==> config.mk <==
export PLATFORM = sky130hd
export DESIGN_NAME = fpa_back
export DESIGN_NICKNAME = d
export VERILOG_FILES = /design/src/design/fixed_point_q24_8_alu_assert.svh /design/src/design/fpa_pkg.sv /design/src/design/fpa_back.sv
export SDC_FILE = /design/constraint.sdc
export NUM_CORES = 1
export LEC_CHECK = 0
export ABC_CLOCK_PERIOD_IN_PS = 7700
export BUFFER_PORTS_ARGS = -buffer_cell sky130_fd_sc_hd__buf_2
export CORE_UTILIZATION = 40
export DETAILED_ROUTE_END_ITERATION = 12
export PLACE_DENSITY = 0.65
export SYNTH_ARGS = -nofsm -noshare
export SYNTH_HDL_FRONTEND = slang
export SYNTH_SLANG_ARGS = --single-unit
export TNS_END_PERCENT = 5
==> constraint.sdc <==
create_clock -name i_clk -period 7.7 [get_ports i_clk]
set_input_delay 0.385 -clock i_clk [delete_from_list [all_inputs] [get_ports i_clk]]
set_output_delay 0.385 -clock i_clk [all_outputs]
set_load 0.03 [all_outputs]
==> src/design/fixed_point_q24_8_alu_assert.svh <==
// Assertion macros shared by the fixed-point ALU RTL.
// Depends on nothing; included by the files that carry assertions.
`ifndef FIXED_POINT_Q24_8_ALU_ASSERT_SVH
`define FIXED_POINT_Q24_8_ALU_ASSERT_SVH

// Antecedent implies consequent in the same cycle, checked out of reset.
`define FPA_ASSERT_IMPLY(lbl, clk, rst_n, ante, cons, msg) \
    lbl: assert property (@(posedge clk) disable iff (!(rst_n)) (ante) |-> (cons)) \
        else $error(msg);

// Plain invariant, checked out of reset.
`define FPA_ASSERT_ALWAYS(lbl, clk, rst_n, cond, msg) \
    lbl: assert property (@(posedge clk) disable iff (!(rst_n)) (cond)) else $error(msg);

`endif

==> src/design/fpa_pkg.sv <==
// Shared types, constants and helper functions of the fixed-point ALU.
// Depends on nothing; used by the top level and the input, cell and output stages.
package fpa_pkg;

    localparam int DATA_WIDTH = 32;
    localparam int FRAC_BITS  = 8;
    localparam int W          = DATA_WIDTH;
    localparam int QW         = DATA_WIDTH + FRAC_BITS;  // quotient bits, one cell each
    localparam int MW         = 2 * DATA_WIDTH + 1;      // wide magnitude before saturation

    typedef enum logic [3:0] {
        OP_ADD, OP_SUB, OP_MUL, OP_DIV, OP_GT, OP_LT, OP_GE, OP_LE,
        OP_EQ, OP_NE, OP_MIN, OP_MAX, OP_INC, OP_DEC, OP_FROM_INT, OP_TO_INT
    } t_op;

    typedef enum logic [1:0] {
        ST_OK   = 2'd0,
        ST_OVF  = 2'd1,
        ST_DIV0 = 2'd2
    } t_status;

    localparam logic [W-1:0]  DMAX      = {1'b0, {(W-1){1'b1}}};
    localparam logic [W-1:0]  DMIN      = {1'b1, {(W-1){1'b0}}};
    localparam logic [MW-1:0] MAG_MAXP  = {{(MW-W+1){1'b0}}, {(W-1){1'b1}}};
    localparam logic [MW-1:0] MAG_MINN  = {{(MW-W){1'b0}}, 1'b1, {(W-1){1'b0}}};
    localparam logic [MW-1:0] MUL_HALF  = MW'(1) << (FRAC_BITS - 1);

    // One transaction in flight through the chain.
    typedef struct packed {
        logic          vld;
        t_op           op;
        logic          a_neg;
        logic          neg;     // sign of a mul/div result
        logic          div0;
        logic [W-1:0]  res;     // result of the ops finished in the input stage
        logic          cmp;
        t_status       st;
        logic [2*W-1:0] prod;   // magnitude product
        logic [QW-1:0] num;     // dividend bits, shifted out MSB first
        logic [W-1:0]  mb;      // divisor magnitude
        logic [W-1:0]  rem;
        logic [QW-1:0] quo;
    } t_tok;

    typedef struct packed {
        logic [W-1:0] val;
        logic         ovf;
    } t_sat;

    function automatic logic [W-1:0] mag_of(input logic [W-1:0] v);
        return v[W-1] ? (~v + W'(1)) : v;
    endfunction

    // Encode sign and magnitude, saturating when it does not fit.
    function automatic t_sat sat_pack(input logic neg, input logic [MW-1:0] m);
        t_sat s;
        s.ovf = 1'b0;
        if (!neg) begin
            if (m > MAG_MAXP) begin
                s.val = DMAX;
                s.ovf = 1'b1;
            end else begin
                s.val = m[W-1:0];
            end
        end else begin
            if (m > MAG_MINN) begin
                s.val = DMIN;
                s.ovf = 1'b1;
            end else begin
                s.val = ~m[W-1:0] + W'(1);
            end
        end
        return s;
    endfunction

endpackage

==> src/design/fpa_back.sv <==
// Output stage: round and saturate mul/div, select result, hold output register.
// Depends on fpa_pkg.
module fpa_back import fpa_pkg::*; (
    input  logic         i_clk,
    input  logic         i_rst_n,
    input  logic         i_en,
    input  t_tok         i_tok,
    output logic         o_vld,
    output logic [W-1:0] o_res,
    output logic         o_cmp,
    output logic [1:0]   o_st
);
    logic          r_vld;
    logic [W-1:0]  r_res;
    logic          r_cmp;
    t_status       r_st;
    logic [W-1:0]  n_res;
    t_status       n_st;
    logic [MW-1:0] mul_mag, div_mag;
    logic          rnd;
    t_sat          ms, ds;

    always_comb begin
        mul_mag = ({1'b0, i_tok.prod} + MUL_HALF) >> FRAC_BITS;
        rnd     = ({i_tok.rem, 1'b0} >= {1'b0, i_tok.mb});
        div_mag = MW'(i_tok.quo) + MW'(rnd);
        ms      = sat_pack(i_tok.neg, mul_mag);
        ds      = sat_pack(i_tok.neg, div_mag);
        n_res   = i_tok.res;
        n_st    = i_tok.st;
        case (i_tok.op)
            OP_MUL: begin
                n_res = ms.val;
                n_st  = ms.ovf ? ST_OVF : ST_OK;
            end
            OP_DIV: begin
                if (i_tok.div0) begin
                    n_res = i_tok.a_neg ? DMIN : DMAX;
                    n_st  = ST_DIV0;
                end else begin
                    n_res = ds.val;
                    n_st  = ds.ovf ? ST_OVF : ST_OK;
                end
            end
            default: ;
        endcase
    end

    always_ff @(posedge i_clk) begin
        if (!i_rst_n) begin
            r_vld <= 1'b0;
        end else if (i_en) begin
            r_vld <= i_tok.vld;
            r_res <= n_res;
            r_cmp <= i_tok.cmp;
            r_st  <= n_st;
        end
    end

    assign o_vld = r_vld;
    assign o_res = r_res;
    assign o_cmp = r_cmp;
    assign o_st  = r_st;
endmodule
==> impl_metrics.toml <==
[power]
p_int_uw = 496
clockPowerShare_pct = 26.8
ir_drop_uv = 67.4
p_switching_uw = 305
power_density_nw_per_um2 = 87.7
p_comb_share_pct = 43.6
seq_power_share_pct = 29.6
p_leak_nw = 3.49
switching_share_pct = 38.1

[drt]
drtIter0Drc = 910
wl_per_cell_um = 18.5
num_vias = 9128
drt-total-wl_mm = 27.5
routed_via_density = 6.15
drcViolationCount = 0
dr.pass1.iters = 5
ant_nets = 0

[logic_synthesis]
synth_top_area_share_pct = 13.6
netlist-cell-type-count = 85
synth_area_per_cell_um2 = 7.29
synthTopCellsByCount = "nand2_1, xnor2_1, nand3_1, nor2_1, inv_1"
synth_area_leader_cell = "edfxtp_1"
ys_seq_elements = 36
synth_edf_count = 35
syn_nets = 1350
synth-main-ff-cell = "edfxtp_1"
synthArstFlopShare_pct = 0
ys_top_cells_by_area = "edfxtp_1, xnor2_1, ha_1"
syn_inst = 1058
syn_area_um2 = 7710
synth.most_common_cell = "nand2_1"
ys_seq_area_share_pct = 13.9
yosysWarningCount = 0

[worst_setup_path]
critical_path_arrival_ps = 6570
r2r_end = "o_vld"
ff2ff_path_depth = 2
r2r_setup_slack_ps = 7110
r2r-start = "o_vld"
crit_fanout = 15
path_class = "in -> reg"
critPathLaunchType = "input port"
end_kind = "register"
critical_path_required_ps = 7680

[timing]
drv_slew = 0
finalHoldViolCount = 0
rsz0062_at_grt = "no"
max_slew_margin_pct = 29.4
tns_ps = 0
finalSetupViolations = 0
period_share_pct = 85.7
fin_worst_skew_ps = 0
fmax_ghz = 0.152
tightest_slew_ps = 1050
min_period_ps = 6600

[die]
fp-row-count = 50
die_x_um = 141
initial_core_util_pct = 41.1
die-area_um2 = 19800
die_y_um = 141
io_pins = 290
coreArea_um2 = 18800

[clock_network]
postCtsSetupBuffers = 0
post_cts_resized = 0
root_buffer = "clkbuf_16"
cts_hold_buf = 0
clkLatencyLatePin_ps = 280
cts_max_level = 2
clock_path_buffers = 2
numCtsBuffers = 5
cts_tree = "yes"
clkTransAtPathRegs_ps = 60
clock_sinks = 36

[grt]
antenna_found_initial = 2
grt_pass1_vias = 8165
grtUsageTotal_pct = 27.1
grt.overflow.total = 0
grt_max_degree = 48
grt_pass1_wl_mm = 43.3

[hold_path]
min_path_type = "in -> reg"
hp-start = "i_tok[210]"
hold_path_end = "o_cmp"
min_path_cells = 1

[final_layout]
postLayoutCellArea_um2 = 9130
syn2layout_area_growth_pct = 18.5
layout.nets = 1540
drive_gt1_share_pct = 22.7

[place]
portBuffers = 242
gp_congestion = 0.939
dpl.hpwl_mm = 22.4
placed_cell_area_um2 = 8980

[flow_run]
cap_violations = 0

[outcome]
outcome = "completed"
layer usage:
| layer | up-vias | part of all wire (%) | track usage [%] |
|---|---|---|---|
| li1 | 4486 | - | - |
| met1 | 4201 | 44 | 37.1 |
| met2 | 405 | 47 | 45.3 |
| met3 | 36 | 7.1 | 2.14 |
| met4 | 0 | 2.2 | 7.78 |
| met5 | - | 0 | 0 |
state kept, by name, summed over array words and instances (netlist names):
| name | count |
|---|---|
| o_res | 32 |
| o_vld | 1 |
| o_st | 2 |
| o_cmp | 1 |
critical path: stages:
cell      delay (ps)
buf_2            100
ha_1             290
a21o_1           110
a21o_1           100
a21o_1           100
a21oi_1           60
nor2b_1          100
o21ai_0           80
nand2b_1          80
a21oi_1           60
o311ai_0         470
a31o_2           200
ha_1             320
ha_1             460
and3_1           450
nand4_1          430
nor4_1           580
xnor2_1          350
nor4_1           130
nand4_1          180
and4_1           650
a22oi_1          200
a221oi_1         420
o21ai_0          270
cells by family after synthesis:
group / share of synthesized area (%)
AO/OA/AOI/OAI: 23.6
XOR/XNOR: 13.1
adder cells (fa/ha/maj): 6.17
buffers and inverters: 6.23
flip-flops: 13.9
multiplexers: 1.18
AND/OR/NAND/NOR: 35.9
worst max-delay path by stage:
stage | endpoint | cells after the start | startpoint | slack [ps]
after global routing | o_res[11] | 25 | i_tok[90] | 590
after floorplan | o_res[31] | 25 | i_tok[73] | 1920
after CTS | o_res[11] | 25 | i_tok[90] | 1220
after global placement | o_res[11] | 25 | i_tok[90] | 1030
final | o_res[11] | 24 | i_tok[57] | 1100
after detailed placement | o_res[11] | 25 | i_tok[90] | 900
layout make-up:
class	instances	area, um2
Timing Repair Buffer	247	1250
Inverter	55	206
Sequential cell	36	1070
Fill cell	1933	9630
Antenna cell	2	5.00
Clock inverter	2	13.8
Tap cell	234	293
Clock buffer	6	139
Multi-Input combinational cell	903	6160
cell usage in the layout (no fill, tap or decap), drive strengths merged, types with 19 or more instances in the layout:
cell / instances
and3: 20
a221o: 19
or4: 19
inv: 56
buf: 247
nand2: 86
edfxtp: 35
nor2: 68
a21oi: 42
nor4: 38
xor2: 42
nand3: 70
o211ai: 19
xnor2: 73
nor3: 37
o21ai: 33
nand4: 53
ha: 38
power by group through the flow:
stage / Sequential, mW / Clock, mW / Combinational (mW)
floorplan: 0.270 / 0 / 0.181
global placement: 0.241 / 0 / 0.340
detailed placement: 0.241 / 0 / 0.344
CTS: 0.237 / 0.216 / 0.346
global route: 0.238 / 0.224 / 0.383
finish: 0.237 / 0.215 / 0.349
metrics by stage:
step	cells	setup WS, ps	total power, mW	hold slack, ps	util (%)
floorplan	1058	1920	0.451	484	-
global placement	1475	1030	0.581	499	47.8
detailed placement	1475	902	0.585	526	47.8
CTS	1483	1220	0.799	273	48.6
global route	1484	585	0.845	274	48.7
finish	1485	1100	0.801	277	48.7
Power figures use the tool's default switching activity.
