<file path="config.mk">
export PLATFORM = sky130hd
export DESIGN_NAME = fpa_front
export DESIGN_NICKNAME = d
export VERILOG_FILES = /design/src/design/fixed_point_q24_8_alu_assert.svh /design/src/design/fpa_pkg.sv /design/src/design/fpa_front.sv
export SDC_FILE = /design/constraint.sdc
export NUM_CORES = 2
export LEC_CHECK = 0
export BUFFER_PORTS_ARGS = -buffer_cell sky130_fd_sc_hd__clkbuf_2
export CAP_MARGIN = 10
export CORE_MARGIN = 2
export CORE_UTILIZATION = 55
export DETAILED_ROUTE_END_ITERATION = 8
export PLACE_DENSITY_LB_ADDON = 0.2
export REMOVE_ABC_BUFFERS = 1
export SETUP_SLACK_MARGIN = 0.15
export SLEW_MARGIN = 25
export SYNTH_ARGS = -nofsm -noshare
export SYNTH_HDL_FRONTEND = slang
export SYNTH_SLANG_ARGS = --single-unit
</file>
<file path="constraint.sdc">
create_clock -name i_clk -period 13.6 [get_ports i_clk]
set_input_delay 1.36 -clock i_clk [delete_from_list [all_inputs] [get_ports i_clk]]
set_output_delay 1.36 -clock i_clk [all_outputs]
set_load 0.02 [all_outputs]
</file>
<file path="src/design/fixed_point_q24_8_alu_assert.svh">
// Assertion macros shared by the fixed-point ALU RTL.
// Depends on nothing; included by the files that carry assertions.
`ifndef FIXED_POINT_Q24_8_ALU_ASSERT_SVH
`define FIXED_POINT_Q24_8_ALU_ASSERT_SVH

// Antecedent implies consequent in the same cycle, checked out of reset.
`define FPA_ASSERT_IMPLY(lbl, clk, rst_n, ante, cons, msg) \
    lbl: assert property (@(posedge clk) disable iff (!(rst_n)) (ante) |-> (cons)) \
        else $error(msg);

// Plain invariant, checked out of reset.
`define FPA_ASSERT_ALWAYS(lbl, clk, rst_n, cond, msg) \
    lbl: assert property (@(posedge clk) disable iff (!(rst_n)) (cond)) else $error(msg);

`endif

</file>
<file path="src/design/fpa_pkg.sv">
// Shared types, constants and helper functions of the fixed-point ALU.
// Depends on nothing; used by the top level and the input, cell and output stages.
package fpa_pkg;

    localparam int DATA_WIDTH = 32;
    localparam int FRAC_BITS  = 8;
    localparam int W          = DATA_WIDTH;
    localparam int QW         = DATA_WIDTH + FRAC_BITS;  // quotient bits, one cell each
    localparam int MW         = 2 * DATA_WIDTH + 1;      // wide magnitude before saturation

    typedef enum logic [3:0] {
        OP_ADD, OP_SUB, OP_MUL, OP_DIV, OP_GT, OP_LT, OP_GE, OP_LE,
        OP_EQ, OP_NE, OP_MIN, OP_MAX, OP_INC, OP_DEC, OP_FROM_INT, OP_TO_INT
    } t_op;

    typedef enum logic [1:0] {
        ST_OK   = 2'd0,
        ST_OVF  = 2'd1,
        ST_DIV0 = 2'd2
    } t_status;

    localparam logic [W-1:0]  DMAX      = {1'b0, {(W-1){1'b1}}};
    localparam logic [W-1:0]  DMIN      = {1'b1, {(W-1){1'b0}}};
    localparam logic [MW-1:0] MAG_MAXP  = {{(MW-W+1){1'b0}}, {(W-1){1'b1}}};
    localparam logic [MW-1:0] MAG_MINN  = {{(MW-W){1'b0}}, 1'b1, {(W-1){1'b0}}};
    localparam logic [MW-1:0] MUL_HALF  = MW'(1) << (FRAC_BITS - 1);

    // One transaction in flight through the chain.
    typedef struct packed {
        logic          vld;
        t_op           op;
        logic          a_neg;
        logic          neg;     // sign of a mul/div result
        logic          div0;
        logic [W-1:0]  res;     // result of the ops finished in the input stage
        logic          cmp;
        t_status       st;
        logic [2*W-1:0] prod;   // magnitude product
        logic [QW-1:0] num;     // dividend bits, shifted out MSB first
        logic [W-1:0]  mb;      // divisor magnitude
        logic [W-1:0]  rem;
        logic [QW-1:0] quo;
    } t_tok;

    typedef struct packed {
        logic [W-1:0] val;
        logic         ovf;
    } t_sat;

    function automatic logic [W-1:0] mag_of(input logic [W-1:0] v);
        return v[W-1] ? (~v + W'(1)) : v;
    endfunction

    // Encode sign and magnitude, saturating when it does not fit.
    function automatic t_sat sat_pack(input logic neg, input logic [MW-1:0] m);
        t_sat s;
        s.ovf = 1'b0;
        if (!neg) begin
            if (m > MAG_MAXP) begin
                s.val = DMAX;
                s.ovf = 1'b1;
            end else begin
                s.val = m[W-1:0];
            end
        end else begin
            if (m > MAG_MINN) begin
                s.val = DMIN;
                s.ovf = 1'b1;
            end else begin
                s.val = ~m[W-1:0] + W'(1);
            end
        end
        return s;
    endfunction

endpackage

</file>
<file path="src/design/fpa_front.sv">
// Input stage: decode, the ops finished here, magnitude product, divider setup.
// Depends on fpa_pkg.
module fpa_front import fpa_pkg::*; (
    input  logic         i_clk,
    input  logic         i_rst_n,
    input  logic         i_en,
    input  logic         i_vld,
    input  logic [3:0]   i_opcode,
    input  logic [W-1:0] i_a,
    input  logic [W-1:0] i_b,
    output t_tok         o_tok
);
    t_tok          r_tok;
    t_tok          n_tok;
    t_op           op;
    logic          sa, sb, is_sub, ovf, gt, lt, eq;
    logic [W-1:0]  rhs, sum, ma, mb, ti;
    t_sat          fi;

    always_comb begin
        op     = t_op'(i_opcode);
        sa     = i_a[W-1];
        sb     = i_b[W-1];
        ma     = mag_of(i_a);
        mb     = mag_of(i_b);
        is_sub = (op == OP_SUB) || (op == OP_DEC);
        rhs    = ((op == OP_INC) || (op == OP_DEC)) ? W'(1) : i_b;
        sum    = is_sub ? (i_a - rhs) : (i_a + rhs);
        ovf    = is_sub ? ((sa != rhs[W-1]) && (sum[W-1] != sa))
                        : ((sa == rhs[W-1]) && (sum[W-1] != sa));
        gt     = $signed(i_a) > $signed(i_b);
        lt     = $signed(i_a) < $signed(i_b);
        eq     = (i_a == i_b);
        fi     = sat_pack(sa, MW'(ma) << FRAC_BITS);
        ti     = ma >> FRAC_BITS;
        if (sa) begin
            ti = ~ti + W'(1);
        end

        n_tok       = '0;
        n_tok.vld   = i_vld;
        n_tok.op    = op;
        n_tok.a_neg = sa;
        n_tok.neg   = sa ^ sb;
        n_tok.div0  = (mb == '0);
        n_tok.prod  = (2*W)'(ma) * (2*W)'(mb);
        n_tok.num   = {ma, {FRAC_BITS{1'b0}}};
        n_tok.mb    = mb;
        n_tok.st    = ST_OK;
        case (op)
            OP_ADD, OP_SUB, OP_INC, OP_DEC: begin
                n_tok.res = ovf ? (sa ? DMIN : DMAX) : sum;
                n_tok.st  = ovf ? ST_OVF : ST_OK;
            end
            OP_GT: n_tok.cmp = gt;
            OP_LT: n_tok.cmp = lt;
            OP_GE: n_tok.cmp = !lt;
            OP_LE: n_tok.cmp = !gt;
            OP_EQ: n_tok.cmp = eq;
            OP_NE: n_tok.cmp = !eq;
            OP_MIN: n_tok.res = lt ? i_a : i_b;
            OP_MAX: n_tok.res = gt ? i_a : i_b;
            OP_FROM_INT: begin
                n_tok.res = fi.val;
                n_tok.st  = fi.ovf ? ST_OVF : ST_OK;
            end
            OP_TO_INT: n_tok.res = ti;
            default: n_tok.res = '0;  // mul and div finish in the output stage
        endcase
    end

    always_ff @(posedge i_clk) begin
        if (!i_rst_n) begin
            r_tok.vld <= 1'b0;
        end else if (i_en) begin
            r_tok <= n_tok;
        end
    end

    assign o_tok = r_tok;
endmodule

</file>
==> impl_metrics.csv <==
group,metric,value,unit
clock_tree,clock_path_buffers,2,
worst_setup_path,worstPathArrival,12.39,ns
worst_setup_path,worst_path_most_repeated_cell,"fa_1",
layout,layout-drive-gt1-share,9.19,%
layout,mostFrequentLayoutCells,"inv_1 (951), fa_1 (897), nand2_1 (644), nor2_1 (644), ha_1 (333)",
timing,worst_slack,1.48,ns
timing,tightest_slew,1.11,ns
die,ios,323,
worst_setup_path,cpPeakStageDelay,0.85,ns
die,start_util,55.6,%
route,drt_iter0_drc,4569,
layout,fillers,7384,
layout,postLayoutCellArea,48800,sq um
worst_hold_path,hold_class,"reg -> reg",
die,die_w,292,um
logic_synthesis,ys_ff_latch,170,
grt,grt_use_total,38.8,%
place,gp_congestion,1.04,
worst_setup_path,r2r-end,"o_tok[250]",
timing,period_needed,12.12,ns
place,placed_cell_area,48100,sq um
route,dr_wl_met3,19.9,mm
worst_setup_path,path_class,"in -> reg",
route,route.detailed.drc,0,
grt,grt_max_degree,61,
timing,slew_headroom,25.5,%
worst_setup_path,start_kind,"input port",
logic_synthesis,syn_inst,5203,
worst_setup_path,required,13.87,ns
place,portBuffers,241,
clock_tree,clk_pin_slew_worst_paths,0.07,ns
timing,setup_violations,0,
grt,grt_pass1_wl,244,mm
route,topRoutingLayerUsed,"met5",
layout,largest_register_ffs,170,
timing,fmax,82.5,MHz
worst_setup_path,r2r_start,"o_tok[250]",
logic_synthesis,ys_seq_area_share,11.1,%
clock_tree,clock_sinks,170,
clock_tree,htreeDepth,4,
clock_tree,post-cts-setup-buffers,0,
die,placementRows,105,
worst_hold_path,hold_start,"o_tok[250]",
timing,post-route-period-util,89.1,%
worst_hold_path,hold_end,"o_tok[250]",
route,detail_route.vias_per_cell,6.15,
job,cap_violations,0,
worst_setup_path,rrSetupSlack,13.01,ns
route,drt_first_pass_iters,8,
clock_tree,cts_buffers,17,
layout,nets,6602,
route,wire_per_inst,25.6,um
grt,grt_pass1_vias,39700,
worst_setup_path,crit_path_end_kind,"flop",
timing,hold_viol_final,0,
timing,rsz0062_at_grt,"no",
grt,antenna_found_initial,3,
die,fp.dieH,292,um
route,drt.antenna.violating_nets,0,
clock_tree,cts_tree,"done",
logic_synthesis,synth.avg_cell_area,8.79,sq um
timing,finalSetupTns,0,ns
clock_tree,root_buffer,"clkbuf_16",
status,status,"finished clean",
route,met1Wirelength,59.6,mm
timing,final_max_slew_viol_count,0,
route,vias,39200,
place,place_ws,1.06,ns
die,core_region_area,82200,sq um
route,met2WireLength,73.1,mm
logic_synthesis,yosysWarnings,0,
layout,final_common_cell,"inv_1",
timing,hold_ws,0.526,ns
clock_tree,clock_latency,0.52,ns
logic_synthesis,synth-edff-count,169,
clock_tree,ctsHoldBuffers,0,
logic_synthesis,synth_area,45700,sq um
die,dieArea,85500,sq um
place,dp_hpwl,128,mm
logic_synthesis,yosys_most_used_dff,"edfxtp_1",
clock_tree,ctsResizeCount,0,
route,routed_wl,164,mm
logic_synthesis,synthDistinctLibCells,101,
worst_hold_path,min_path_cells,2,
worst_setup_path,cp_max_fo,17,
worst_setup_path,critPathSlowestCell,"clkinv_1",
timing,fin_skew,0,ns
grt,gr-total-overflow,0,
worst_setup_path,r2r_cells,2,
layout,area_growth,6.62,%
logic_synthesis,synth-async-reset-ratio,0,%
-- worst max-delay path: cells and delay by family --
family / cells / cell delay [ns]
adder cells (fa/ha/maj): 10 / 4.24
AND/OR/NAND/NOR: 6 / 2.53
AO/OA/AOI/OAI: 6 / 1.88
XOR/XNOR: 2 / 0.35
buffers and inverters: 7 / 1.99
-- layer usage --
metal	vias to the layer above	track usage, %
met5	-	0
met4	4	21.7
met3	602	10.7
met2	2522	59.5
met1	19700	49.9
li1	16400	-
-- kinds of logic after synthesis --
kind of cell             synth area share, %
adder cells (fa/ha/maj)                 48.4
multiplexers                           0.388
AND/OR/NAND/NOR                         15.4
AO/OA/AOI/OAI                           9.14
XOR/XNOR                                3.84
flip-flops                              11.1
buffers and inverters                   11.8
other                                0.00820
-- synthesized netlist by cell type, types with 27 or more instances --
cell / count / area (sq um)
a21o_1: 49 / 368
a21oi_1: 135 / 676
a31oi_1: 31 / 194
and2_1: 27 / 169
buf_1: 28 / 105
buf_4: 81 / 608
clkbuf_1: 254 / 953
edfxtp_1: 169 / 5070
fa_1: 897 / 18000
ha_1: 333 / 4170
inv_1: 955 / 3580
nand2_1: 644 / 2420
nand3_1: 70 / 350
nand4_1: 51 / 319
nor2_1: 644 / 2420
nor3_1: 46 / 230
nor4_1: 28 / 175
o211ai_1: 33 / 248
o21ai_0: 103 / 515
xnor2_1: 132 / 1160
xor2_1: 64 / 561
-- worst max path at each step --
stage / from / end / slack (ns) / cells after the start
6_report: i_a[1] / o_tok[207] / 1.48 / 31
5_1_grt: i_a[1] / o_tok[207] / 1.11 / 31
4_1_cts: i_b[0] / o_tok[206] / 1.58 / 28
3_5_place_dp: i_b[0] / o_tok[207] / 1.06 / 29
3_3_place_gp: i_b[0] / o_tok[206] / 1.15 / 28
2_1_floorplan: i_a[0] / o_tok[207] / 2.36 / 27
-- stage by stage --
step | utilization (%) | std cells
6_report | 59.3 | 6384
2_1_floorplan | - | 4913
4_1_cts | 59.3 | 6383
3_3_place_gp | 58.5 | 6351
5_1_grt | 59.3 | 6383
3_5_place_dp | 58.5 | 6351
-- area by class of cell --
cell class	instances	area, sq um	area share [%]
diodes	1	2.50	0.00513
clock buffers	19	443	0.908
clock inverters	13	181	0.372
inverters	978	3670	7.53
multi-input cells	3765	35900	73.6
flip-flops and latches	170	5090	10.4
well taps	1070	1340	2.74
repair buffers	368	2160	4.43
Power is left out: the tool's default activity adds up to more than one toggle a clock period on the data nets, which glitch-free logic cannot reach.
