## config.mk

```make
export PLATFORM = sky130hd
export DESIGN_NAME = fpa_div_cell
export DESIGN_NICKNAME = d
export VERILOG_FILES = /design/src/design/fixed_point_q24_8_alu_assert.svh /design/src/design/fpa_pkg.sv /design/src/design/fpa_div_cell.sv
export SDC_FILE = /design/constraint.sdc
export NUM_CORES = 1
export LEC_CHECK = 0
export BUFFER_PORTS_ARGS = -buffer_cell sky130_fd_sc_hd__buf_2
export CORE_AREA = 4 4 192 194
export DETAILED_ROUTE_END_ITERATION = 10
export DIE_AREA = 0 0 196 198
export PLACE_DENSITY = 0.51
export SETUP_SLACK_MARGIN = 0.4
export SYNTH_ARGS = -nofsm -noshare
export SYNTH_HDL_FRONTEND = slang
export SYNTH_SLANG_ARGS = --single-unit
```

## constraint.sdc

```tcl
create_clock -name i_clk -period 9.5 [get_ports i_clk]
set_input_delay 0.475 -clock i_clk [delete_from_list [all_inputs] [get_ports i_clk]]
set_output_delay 0.475 -clock i_clk [all_outputs]
set_load 0.05 [all_outputs]
```

## src/design/fixed_point_q24_8_alu_assert.svh

```systemverilog
// Assertion macros shared by the fixed-point ALU RTL.
// Depends on nothing; included by the files that carry assertions.
`ifndef FIXED_POINT_Q24_8_ALU_ASSERT_SVH
`define FIXED_POINT_Q24_8_ALU_ASSERT_SVH

// Antecedent implies consequent in the same cycle, checked out of reset.
`define FPA_ASSERT_IMPLY(lbl, clk, rst_n, ante, cons, msg) \
    lbl: assert property (@(posedge clk) disable iff (!(rst_n)) (ante) |-> (cons)) \
        else $error(msg);

// Plain invariant, checked out of reset.
`define FPA_ASSERT_ALWAYS(lbl, clk, rst_n, cond, msg) \
    lbl: assert property (@(posedge clk) disable iff (!(rst_n)) (cond)) else $error(msg);

`endif

```

## src/design/fpa_pkg.sv

```systemverilog
// Shared types, constants and helper functions of the fixed-point ALU.
// Depends on nothing; used by the top level and the input, cell and output stages.
package fpa_pkg;

    localparam int DATA_WIDTH = 32;
    localparam int FRAC_BITS  = 8;
    localparam int W          = DATA_WIDTH;
    localparam int QW         = DATA_WIDTH + FRAC_BITS;  // quotient bits, one cell each
    localparam int MW         = 2 * DATA_WIDTH + 1;      // wide magnitude before saturation

    typedef enum logic [3:0] {
        OP_ADD, OP_SUB, OP_MUL, OP_DIV, OP_GT, OP_LT, OP_GE, OP_LE,
        OP_EQ, OP_NE, OP_MIN, OP_MAX, OP_INC, OP_DEC, OP_FROM_INT, OP_TO_INT
    } t_op;

    typedef enum logic [1:0] {
        ST_OK   = 2'd0,
        ST_OVF  = 2'd1,
        ST_DIV0 = 2'd2
    } t_status;

    localparam logic [W-1:0]  DMAX      = {1'b0, {(W-1){1'b1}}};
    localparam logic [W-1:0]  DMIN      = {1'b1, {(W-1){1'b0}}};
    localparam logic [MW-1:0] MAG_MAXP  = {{(MW-W+1){1'b0}}, {(W-1){1'b1}}};
    localparam logic [MW-1:0] MAG_MINN  = {{(MW-W){1'b0}}, 1'b1, {(W-1){1'b0}}};
    localparam logic [MW-1:0] MUL_HALF  = MW'(1) << (FRAC_BITS - 1);

    // One transaction in flight through the chain.
    typedef struct packed {
        logic          vld;
        t_op           op;
        logic          a_neg;
        logic          neg;     // sign of a mul/div result
        logic          div0;
        logic [W-1:0]  res;     // result of the ops finished in the input stage
        logic          cmp;
        t_status       st;
        logic [2*W-1:0] prod;   // magnitude product
        logic [QW-1:0] num;     // dividend bits, shifted out MSB first
        logic [W-1:0]  mb;      // divisor magnitude
        logic [W-1:0]  rem;
        logic [QW-1:0] quo;
    } t_tok;

    typedef struct packed {
        logic [W-1:0] val;
        logic         ovf;
    } t_sat;

    function automatic logic [W-1:0] mag_of(input logic [W-1:0] v);
        return v[W-1] ? (~v + W'(1)) : v;
    endfunction

    // Encode sign and magnitude, saturating when it does not fit.
    function automatic t_sat sat_pack(input logic neg, input logic [MW-1:0] m);
        t_sat s;
        s.ovf = 1'b0;
        if (!neg) begin
            if (m > MAG_MAXP) begin
                s.val = DMAX;
                s.ovf = 1'b1;
            end else begin
                s.val = m[W-1:0];
            end
        end else begin
            if (m > MAG_MINN) begin
                s.val = DMIN;
                s.ovf = 1'b1;
            end else begin
                s.val = ~m[W-1:0] + W'(1);
            end
        end
        return s;
    endfunction

endpackage

```

## src/design/fpa_div_cell.sv

```systemverilog
// One restoring-division cell: retire one quotient bit, pass the rest on.
// Depends on fpa_pkg.
module fpa_div_cell import fpa_pkg::*; (
    input  logic i_clk,
    input  logic i_rst_n,
    input  logic i_en,
    input  t_tok i_tok,
    output t_tok o_tok
);
    t_tok        r_tok;
    t_tok        n_tok;
    logic [W:0]  part;
    logic        take;

    always_comb begin
        part  = {i_tok.rem, i_tok.num[QW-1]};
        take  = (part >= {1'b0, i_tok.mb});
        n_tok = i_tok;
        n_tok.num = {i_tok.num[QW-2:0], 1'b0};
        n_tok.rem = take ? W'(part - {1'b0, i_tok.mb}) : part[W-1:0];
        n_tok.quo = {i_tok.quo[QW-2:0], take};
    end

    always_ff @(posedge i_clk) begin
        if (!i_rst_n) begin
            r_tok.vld <= 1'b0;
        end else if (i_en) begin
            r_tok <= n_tok;
        end
    end

    assign o_tok = r_tok;
endmodule

```

==> results of run 1 <==
==> final cells by class <==
class	instances	area, µm²	share of cell area, %
diodes	7	17.52	0.1271
clock buffers	34	744.5	5.403
clock inverters	18	250.2	1.816
inverters	38	142.6	1.035
multi-input cells	292	2007	14.57
flip-flops and latches	250	7497	54.41
well taps	461	576.8	4.186
repair buffers	506	2542	18.45
==> metrics by stage <==
stage                     hold slack (ns)  setup slack, ns  area [µm²]  util, %  instances
final                             0.09960            6.072       13780    39.12       1606
after global routing              0.06683            5.891       13770    39.09       1603
after CTS                         0.05997            6.068       13760    39.07       1599
after detailed placement           0.5085            5.481       12770    36.24       1547
after global placement             0.4976            5.521       12770    36.24       1547
after floorplan                    0.5739            2.755        9738        -        598
==> cell usage after synthesis, drive strengths merged (2+ instances only) <==
master / instances
nand3: 8
o211ai: 4
a21oi: 54
o21a: 6
a211o: 2
buf: 12
and4: 2
o21ai: 17
nand4: 7
xor2: 11
o41ai: 2
edfxtp: 249
o21bai: 3
nor4: 4
nand2: 27
a21o: 12
clkbuf: 6
o31ai: 2
nor3: 2
mux2: 10
and2: 2
xnor2: 16
nor2b: 3
a2bb2oi: 2
a31oi: 5
nand2b: 4
o22ai: 2
inv: 38
ha: 32
nor2: 36
a211oi: 4
mux2i: 3
==> kinds of logic after synthesis <==
family | Yosys count
flip-flops | 250
AO/OA/AOI/OAI | 118
AND/OR/NAND/NOR | 100
buffers and inverters | 56
adder cells (fa/ha/maj) | 33
XOR/XNOR | 27
multiplexers | 13
other | 1
==> per-layer routing <==
layer,wire [µm],global-route usage [%]
met5,122,0
met4,1114,5.353
met3,3150,6.194
met2,17880,29.49
met1,11970,17.92
==> power by group through the flow <==
| stage | clock network (mW) | logic, mW | registers (mW) |
|---|---|---|---|
| finish | 1.17 | 0.609 | 1.33 |
| global route | 1.26 | 0.644 | 1.33 |
| global placement | 0 | 0.613 | 1.35 |
| detailed placement | 0 | 0.615 | 1.35 |
| floorplan | 0 | 0.147 | 1.64 |
| CTS | 1.21 | 0.617 | 1.33 |
==> path summary, 6_finish.rpt <==
check | start | end | slack [ns] | depth (start not counted)
setup reg to reg | o_tok[250]$_SDFFE_PN0P_ | o_tok[250]$_SDFFE_PN0P_ | 8.91 | 2
hold / removal | i_tok[153] | o_tok[153]$_DFFE_PP_ | 0.1 | 1
hold reg to reg | o_tok[250]$_SDFFE_PN0P_ | o_tok[250]$_SDFFE_PN0P_ | 0.51 | 2
setup / recovery | i_tok[72] | o_tok[70]$_DFFE_PP_ | 6.07 | 12
==> results.cfg, run 1 <==
[run_status]
status = complete, no violations

[placed_design]
dp_hpwl_um = 27330
portBuffers = 502
gp_congestion = 0.8387

[final_layout]
drive_gt1_share_pct = 49.21
fillers = 3454
largest_reg_flops = 250
syn2layout_area_growth_pct = 41.49
layout.nets = 1403
layout_common_cells = buf_2, edfxtp_1, a21oi_1
final_common_cell = buf_2

[routing]
drt_pass1_iterations = 4
drt_wl_total_um = 34240
vias = 7067
post_drt_via_cell_ratio = 4.400
antenna_left = 0
drc = 0
drt_iter0_markers = 370
wl_per_cell_um = 21.32

[synthesis]
synth-seq-cells = 250
yosys_warnings = 0
yosys-top-cells-area = edfxtp_1, ha_1, a21oi_1
synth_edf_count = 249
yosysUniqueCellTypes = 49
synthesis.area_um2 = 9738
synth_top_area_share_pct = 76.78
synth_largest_area_cell = edfxtp_1
synth_compound_area_share_pct = 7.555
synth_area_per_cell_um2 = 16.28
muxShareOfSynthArea_pct = 1.465
synth_ff_type = edfxtp_1
synth-simple-area-share_pct = 4.780
synthesis.nets = 885
yosysSeqAreaShare_pct = 76.99
synth_top_family_by_area = compound AO/OA/AOI/OAI gates
synthCells = 598
synth_fa_ha_area_share_pct = 4.317
synthArstFlopShare_pct = 0
synthXorXnorAreaFrac_pct = 2.428

[pwr]
combinationalPowerShare_pct = 19.6
leakagePower_nw = 5.886
switchingPower_mw = 0.9210
p_sw_share_pct = 29.64
powerDensity_nw_per_um2 = 225.5
peakVddDrop_v = 0.0001242
p_clk_share_pct = 37.7
p_int_mw = 2.187
finalPower_mw = 3.108
power_frac_seq_pct = 42.7

[setup_path]
crit_type = primary input to flop
crit_required_ns = 9.80
setup.worst_path.start_class = primary input
path_buf_inv = 1
critPathMaxStageDelay_ns = 0.42
crit_path_end_kind = flop
cpMostUsedCell = a21oi_1
cpMaxStageDelayCell = o311a_1
path_max_fanout = 4
cp_top_family = compound AO/OA/AOI/OAI gates
path_cells = buf_2 -> ha_1 -> fa_1 -> nand2b_1 -> a21oi_1 -> o21ai_0 -> o311a_1 -> a31oi_1 -> a21oi_1 -> o41ai_1 -> xor2_1 -> mux2_1
worstPathArrival_ns = 3.73

[clocking]
cts_resized = 0
clock_sinks = 250
cts_setup_buffers = 0
cts_hold_buffers = 0
cts.reportedPaths.clkPinSlew_ns = 0.06
cts_buffers = 28
clockBufferDepth = 3
cts_tree = built
htreeDepth = 1
cts_root_buffer = clkbuf_16
clock_latency_ns = 0.54

[floorplanning]
rows = 69
die_h_um = 198
initial_utilization_pct = 27.65
fp.dieW_um = 196
boundaryPins = 505
die_area_um2 = 38810
core_area_um2 = 35220

[flow_run]
cap_violations = 0

[timing]
post-route-min-period_ns = 3.428
clock_skew_ns = 0
min_period_over_period_pct = 36.09
worst_slew_pin_slew_ns = 0.9520
relSlewSlack_pct = 36.53
hold_violations = 0
fmax_ghz = 0.2917
rsz0062_at_grt = no
setup_viol = 0
finalSetupTns_ns = 0
slew_viol_final = 0

[grt]
grtUsageTotal_pct = 16.40
grt_overflow_total = 0
grt_max_degree = 70
grt_antenna_before_repair = 18
grt_pass1_vias = 6955
grt_pass1_wl_um = 47640

[min_path]
hold_path.class = primary input to flop
Note: power is estimated with default switching activity, not from simulation.
==> inputs of run 2 (changes only) <==
--- a/config.mk
+++ b/config.mk
@@ -5,11 +5,12 @@
 export SDC_FILE = /design/constraint.sdc
 export NUM_CORES = 1
 export LEC_CHECK = 0
+export ABC_AREA = 1
 export BUFFER_PORTS_ARGS = -buffer_cell sky130_fd_sc_hd__buf_2
-export CORE_AREA = 4 4 192 194
+export CORE_AREA = 4 4 196 198
 export DETAILED_ROUTE_END_ITERATION = 10
-export DIE_AREA = 0 0 196 198
-export PLACE_DENSITY = 0.51
+export DIE_AREA = 0 0 200 202
+export PLACE_DENSITY = 0.54
 export SETUP_SLACK_MARGIN = 0.4
 export SYNTH_ARGS = -nofsm -noshare
 export SYNTH_HDL_FRONTEND = slang
==> constraint.sdc (replaced) <==
create_clock -name i_clk -period 3.1 [get_ports i_clk]
set_input_delay 0.155 -clock i_clk [delete_from_list [all_inputs] [get_ports i_clk]]
set_output_delay 0.155 -clock i_clk [all_outputs]
set_load 0.05 [all_outputs]
==> run 2 against run 1 <==
  * Clock-buffer cell count is the same
  * Largest cell class unchanged
  * Via count rose by 32%
  * Clock power grew to 2.9 times the previous value
  * Area after synthesis up 9.3%
  * Synthesized cell count increased by 52%
==> results.cfg, run 2 <==
[timing]
slew_viol_final = 0
setup_viol = 0
relSlewSlack_pct = 62.22
whs_ns = 0.3094
post-route-min-period_ns = 2.415
hold_violations = 0
fmax_ghz = 0.4140
rsz0062_at_grt = no
worst_slew_pin_slew_ns = 0.5668
clock_skew_ns = 0
min_period_over_period_pct = 77.91

[floorplanning]
die_h_um = 202
die_area_um2 = 40400
initial_utilization_pct = 29.13
rows = 70
fp.dieW_um = 200
boundaryPins = 505
core_area_um2 = 36520

[setup_path]
crit_required_ns = 3.40
crit_path_end_kind = flop
worstPathArrival_ns = 2.72
crit_start = i_tok[79]
path_max_fanout = 36
crit_type = primary input to flop
r2r-start = o_tok[250]$_SDFFE_PN0P_
setup.worst_path.start_class = primary input

[min_path]
hold_path.class = primary input to flop
min_from = i_tok[164]

[flow_run]
cap_violations = 0

[clocking]
clock_sinks = 250
clock_latency_ns = 0.55
cts_buffers = 29
cts_resized = 0
cts_root_buffer = clkbuf_16
clockBufferDepth = 3
cts.reportedPaths.clkPinSlew_ns = 0.06
cts_tree = built
htreeDepth = 1

[pwr]
finalPower_mw = 9.710
leakagePower_nw = 7.981
powerDensity_nw_per_um2 = 564.8
peakVddDrop_v = 0.0003780

[synthesis]
synth_ff_type = edfxtp_1
yosysUniqueCellTypes = 30
yosysSeqAreaShare_pct = 70.46
synthCells = 907
synthesis.area_um2 = 10640
synthArstFlopShare_pct = 0
synth_largest_area_cell = edfxtp_1
synth-seq-cells = 250
synth.most_common_cell = nand2_1
synth_top_area_share_pct = 70.27
yosys-top-cells-area = edfxtp_1, nand2_1, inv_1
yosys_warnings = 0
netlist_top_cells_count = nand2_1, edfxtp_1, inv_1
synth_edf_count = 249
synth_area_per_cell_um2 = 11.73
synthesis.nets = 1194

[placed_design]
placed_cells = 1872
dp_hpwl_um = 31300
portBuffers = 502
gp_congestion = 0.9033
placed_cell_area_um2 = 13740

[routing]
vias = 9351
wl_per_cell_um = 19.43
post_drt_via_cell_ratio = 4.282
drt_pass1_iterations = 4
drt_wl_total_um = 42440
drt_iter0_markers = 481
antenna_left = 0
drc = 0

[final_layout]
layout_common_cells = buf_2, nand2_1, dlygate4sd3_1
final_common_cell = buf_2
drive_gt1_share_pct = 33.61
largest_reg_flops = 250
finalNonFillerCells = 2184
syn2layout_area_growth_pct = 61.57
layout.nets = 1972
fin_area_um2 = 17190
fillers = 3328
finish.utilization_pct = 47.07

[grt]
grt_antenna_before_repair = 7
grt_pass1_vias = 9890
grt_max_degree = 97
grt_pass1_wl_um = 60990
grt_overflow_total = 0
grtUsageTotal_pct = 19.93

[run_status]
status = complete, no violations
==> run 2: cell count changes in the layout (fill, tap and decap cells not counted), sizes merged, moves of 10 or more <==
cell         previous run  this run
a21o                   12         0
a21oi                  54        22
dlygate4sd3             0       250
inv                    40       156
mux2                   10         0
nand2                  27       313
nand3                   8        38
o21ai                  17         3
xnor2                  16         1
==> run 2: through the flow <==
stage | setup TNS [ns] | setup slack [ns]
6_report | 0 | 0.6848
5_1_grt | 0 | 0.4732
4_1_cts | 0 | 0.6341
3_5_place_dp | 0 | 0.6193
3_3_place_gp | 0 | 0.6256
2_1_floorplan | -299.09 | -1.201
==> run 2: final cells by class <==
class                           count  area [µm²]  share of cell area (%)
Sequential cell                   250        7497                   43.61
Timing Repair Buffer              755        5075                   29.52
Multi-Input combinational cell    495        2499                   14.53
Clock buffer                       34       744.5                   4.330
Tap cell                          468       585.6                   3.406
Inverter                          154       584.3                   3.399
Clock inverter                     20       186.4                   1.084
Antenna cell                        8       20.02                  0.1164
==> run 2: logic make-up after synthesis <==
family	Yosys count	share of synthesized area, %
and+or+nand+nor	420	16.87
DFF	250	70.46
buffers and inverters	162	6.209
adders and majority gates	33	3.951
AOI/OAI and AO/OA	27	1.317
xor gates and xnor gates	14	1.152
other	1	0.03524
==> run 2: final timing paths <==
check                       endpoint  slack, ns  depth (start not counted)
max              o_tok[68]$_DFFE_PP_       0.68                         15
min reg2reg  o_tok[250]$_SDFFE_PN0P_       1.17                          3
max reg2reg  o_tok[250]$_SDFFE_PN0P_       1.85                          3
min             o_tok[164]$_DFFE_PP_       0.31                          2
==> run 2: report_power, final <==
part | total, mW | internal (mW) | switching (mW)
registers | 4.07 | 4.01 | 0.0612
clock network | 3.37 | 1.97 | 1.40
logic | 2.27 | 0.678 | 1.59
total | 9.71 | 6.65 | 3.05
==> run 2: critical path: stages <==
cell           delay (ns)
dlygate4sd3_1        0.54
buf_2                0.11
inv_1                0.04
ha_1                 0.33
nand2_1              0.13
nor2_1               0.33
nand2_1              0.09
nor2_1               0.11
nand2_1              0.07
nand3_1              0.08
nor2_2               0.07
nand2_8              0.22
inv_4                0.22
nand2_1              0.11
nand2_1              0.08
==> run 2: repair_timing <==
item,4_1_cts,5_1_grt
hold endpoints to repair,249,0
hold buffers,250,0
setup buffers,0,0
==> run 2: metal layers <==
layer | GRT usage (%) | wire length (µm)
met5 | 0 | 21
met4 | 9.486 | 2340
met3 | 4.701 | 3104
met2 | 34.11 | 20500
met1 | 23.44 | 16470
==> inputs of run 3 (changes only) <==
--- a/config.mk
+++ b/config.mk
@@ -5,12 +5,12 @@
 export SDC_FILE = /design/constraint.sdc
 export NUM_CORES = 1
 export LEC_CHECK = 0
-export ABC_AREA = 1
+export ABC_AREA = 0
 export BUFFER_PORTS_ARGS = -buffer_cell sky130_fd_sc_hd__buf_2
-export CORE_AREA = 4 4 196 198
+export CORE_AREA = 4 4 192 194
 export DETAILED_ROUTE_END_ITERATION = 10
-export DIE_AREA = 0 0 200 202
-export PLACE_DENSITY = 0.54
+export DIE_AREA = 0 0 196 198
+export PLACE_DENSITY = 0.51
 export SETUP_SLACK_MARGIN = 0.4
 export SYNTH_ARGS = -nofsm -noshare
 export SYNTH_HDL_FRONTEND = slang
==> constraint.sdc (replaced) <==
create_clock -name i_clk -period 2.3 [get_ports i_clk]
set_input_delay 0.115 -clock i_clk [delete_from_list [all_inputs] [get_ports i_clk]]
set_output_delay 0.115 -clock i_clk [all_outputs]
set_load 0.05 [all_outputs]
==> run 3 against run 2 <==
  * The run now ends with negative setup slack left
  * Final area is 2.4% higher
  * Combinational power is 48% higher
  * Sequential power is 35% higher
  * Cell count is 10% lower
  * Flip-flop and latch count stayed put
  * Global-route usage is 0.45 points lower
  * Clock power is 40% higher
  * Largest cell class unchanged
  * Highest routed layer unchanged
==> results.cfg, run 3 (synthesis results as in run 1) <==
[timing]
post-route-min-period_ns = 2.346
fmax_ghz = 0.4262
min_period_over_period_pct = 102.0
rsz0062_at_grt = yes
setup_viol = 4
clock_skew_ns = 0
setup_slack_ns = -0.04614
hold_violations = 0
slew_viol_final = 0

[placed_design]
gp_congestion = 0.8972
dp_hpwl_um = 29570
placed_cell_area_um2 = 13600
post-place-ws_ns = -0.7921
portBuffers = 502
placed_cells = 1634

[setup_path]
cp_top_family = compound AO/OA/AOI/OAI gates
crit_required_ns = 2.61
critPathMaxStageDelay_ns = 0.39
path_buf_inv = 2
setup.worst_path.start_class = primary input
crit_type = primary input to flop
crit_path_end_kind = flop
worstPathArrival_ns = 2.66
path_max_fanout = 3
cpMostUsedCell = a21oi_4
path_cells = buf_2 -> inv_1 -> ha_4 -> fa_2 -> nand2b_4 -> a21oi_4 -> o21ai_2 -> o311a_4 -> a31oi_4 -> a21oi_4 -> o41ai_2 -> xor2_1 -> mux2_4
reg2reg_slack_ns = 1.09
cpMaxStageDelayCell = fa_2

[grt]
grt_antenna_before_repair = 7
grt_pass1_vias = 8957
grt_max_degree = 68
grtUsageTotal_pct = 19.48
grt_overflow_total = 0
grt_pass1_wl_um = 57310

[floorplanning]
fp.dieW_um = 196
initial_utilization_pct = 27.65
die_area_um2 = 38810
rows = 69
die_h_um = 198
core_area_um2 = 35220
boundaryPins = 505

[routing]
wl_per_cell_um = 20.49
antenna_left = 0
drc = 0
vias = 8592
drt_pass1_iterations = 5
post_drt_via_cell_ratio = 4.384
drt_iter0_markers = 418
drt_wl_total_um = 40160

[clocking]
clockBufferDepth = 3
cts_buffers = 29
cts.reportedPaths.clkPinSlew_ns = 0.07
clock_latency_ns = 0.54
cts_tree = built
htreeDepth = 1
clock_sinks = 250
cts_root_buffer = clkbuf_16

[flow_run]
cap_violations = 0

[min_path]
hold_path.class = primary input to flop

[final_layout]
finalNonFillerCells = 1960
regArea_um2 = 7497
syn2layout_area_growth_pct = 80.77
multi_input_area_um2 = 2336
layout_common_cells = buf_2, dlygate4sd3_1, edfxtp_1
final_common_cell = buf_2
drive_gt1_share_pct = 48.70
layout.nets = 1760
fillers = 3107
finish.utilization_pct = 49.98
largest_reg_flops = 250
fin_area_um2 = 17600

[pwr]
peakVddDrop_v = 0.0005412
powerDensity_nw_per_um2 = 770.1
leakagePower_nw = 7.556

[run_status]
violations = negative setup slack
status = finished with violations
## run 3: per-layer routing
layer	global-route usage [%]	part of all wire, %	up-vias
met5	0	0.085	-
met2	34.88	51	352
met4	7.034	4.0	6
li1	-	-	4016
met3	4.424	7.0	72
met1	23.01	38	4146
## run 3: cell type report
type	instances	share of cell area, %
antenna	4	0.05686
clock buffer	40	4.528
clock inverter	13	0.9738
inverter	38	0.9240
multi-input combinational	292	13.27
sequential	250	42.59
tap	461	3.277
timing repair buffer	862	34.38
## run 3: worst paths after layout
kind	start	to	depth (start not counted)
setup reg to reg	o_tok[250]$_SDFFE_PN0P_	o_tok[250]$_SDFFE_PN0P_	3
hold reg to reg	o_tok[250]$_SDFFE_PN0P_	o_tok[250]$_SDFFE_PN0P_	3
hold / removal	i_tok[72]	o_tok[40]$_DFFE_PP_	3
setup / recovery	i_tok[143]	o_tok[70]$_DFFE_PP_	13
## run 3: what timing repair did
action / CTS / global route
cloned: 0 / 1
gates resized for setup: 55 / 38
hold endpoints to repair: 249 / 0
buffers inserted: 12 / 6
pin swaps: 14 / 18
hold buffers: 250 / 0
endpoints found under the setup margin: 33 / 33
## run 3: metrics by stage
stage / hold WS [ns] / setup TNS (ns) / total power, mW
finish: 0.06156 / -0.07341 / 13.56
global route: 0.04945 / -2.218 / 14.11
CTS: 0.03625 / -0.3264 / 13.63
detailed placement: 0.2931 / -20.56 / 8.392
global placement: 0.2912 / -18.31 / 8.378
floorplan: 0.2139 / -12.50 / 7.409
## run 3: where the power goes
group | switching, mW | total [mW] | leakage [nW] | internal (mW)
registers | 0.0823 | 5.49 | 2.35 | 5.41
logic | 2.11 | 3.35 | 4.74 | 1.23
clock network | 1.86 | 4.72 | 0.468 | 2.86
## run 3: worst register-to-register path, cell delays in order (launching register included)
cell and delay (ns):
dfxtp_1 0.35, mux2i_1 0.08, nor2b_1 0.15, dlygate4sd3_1 0.57
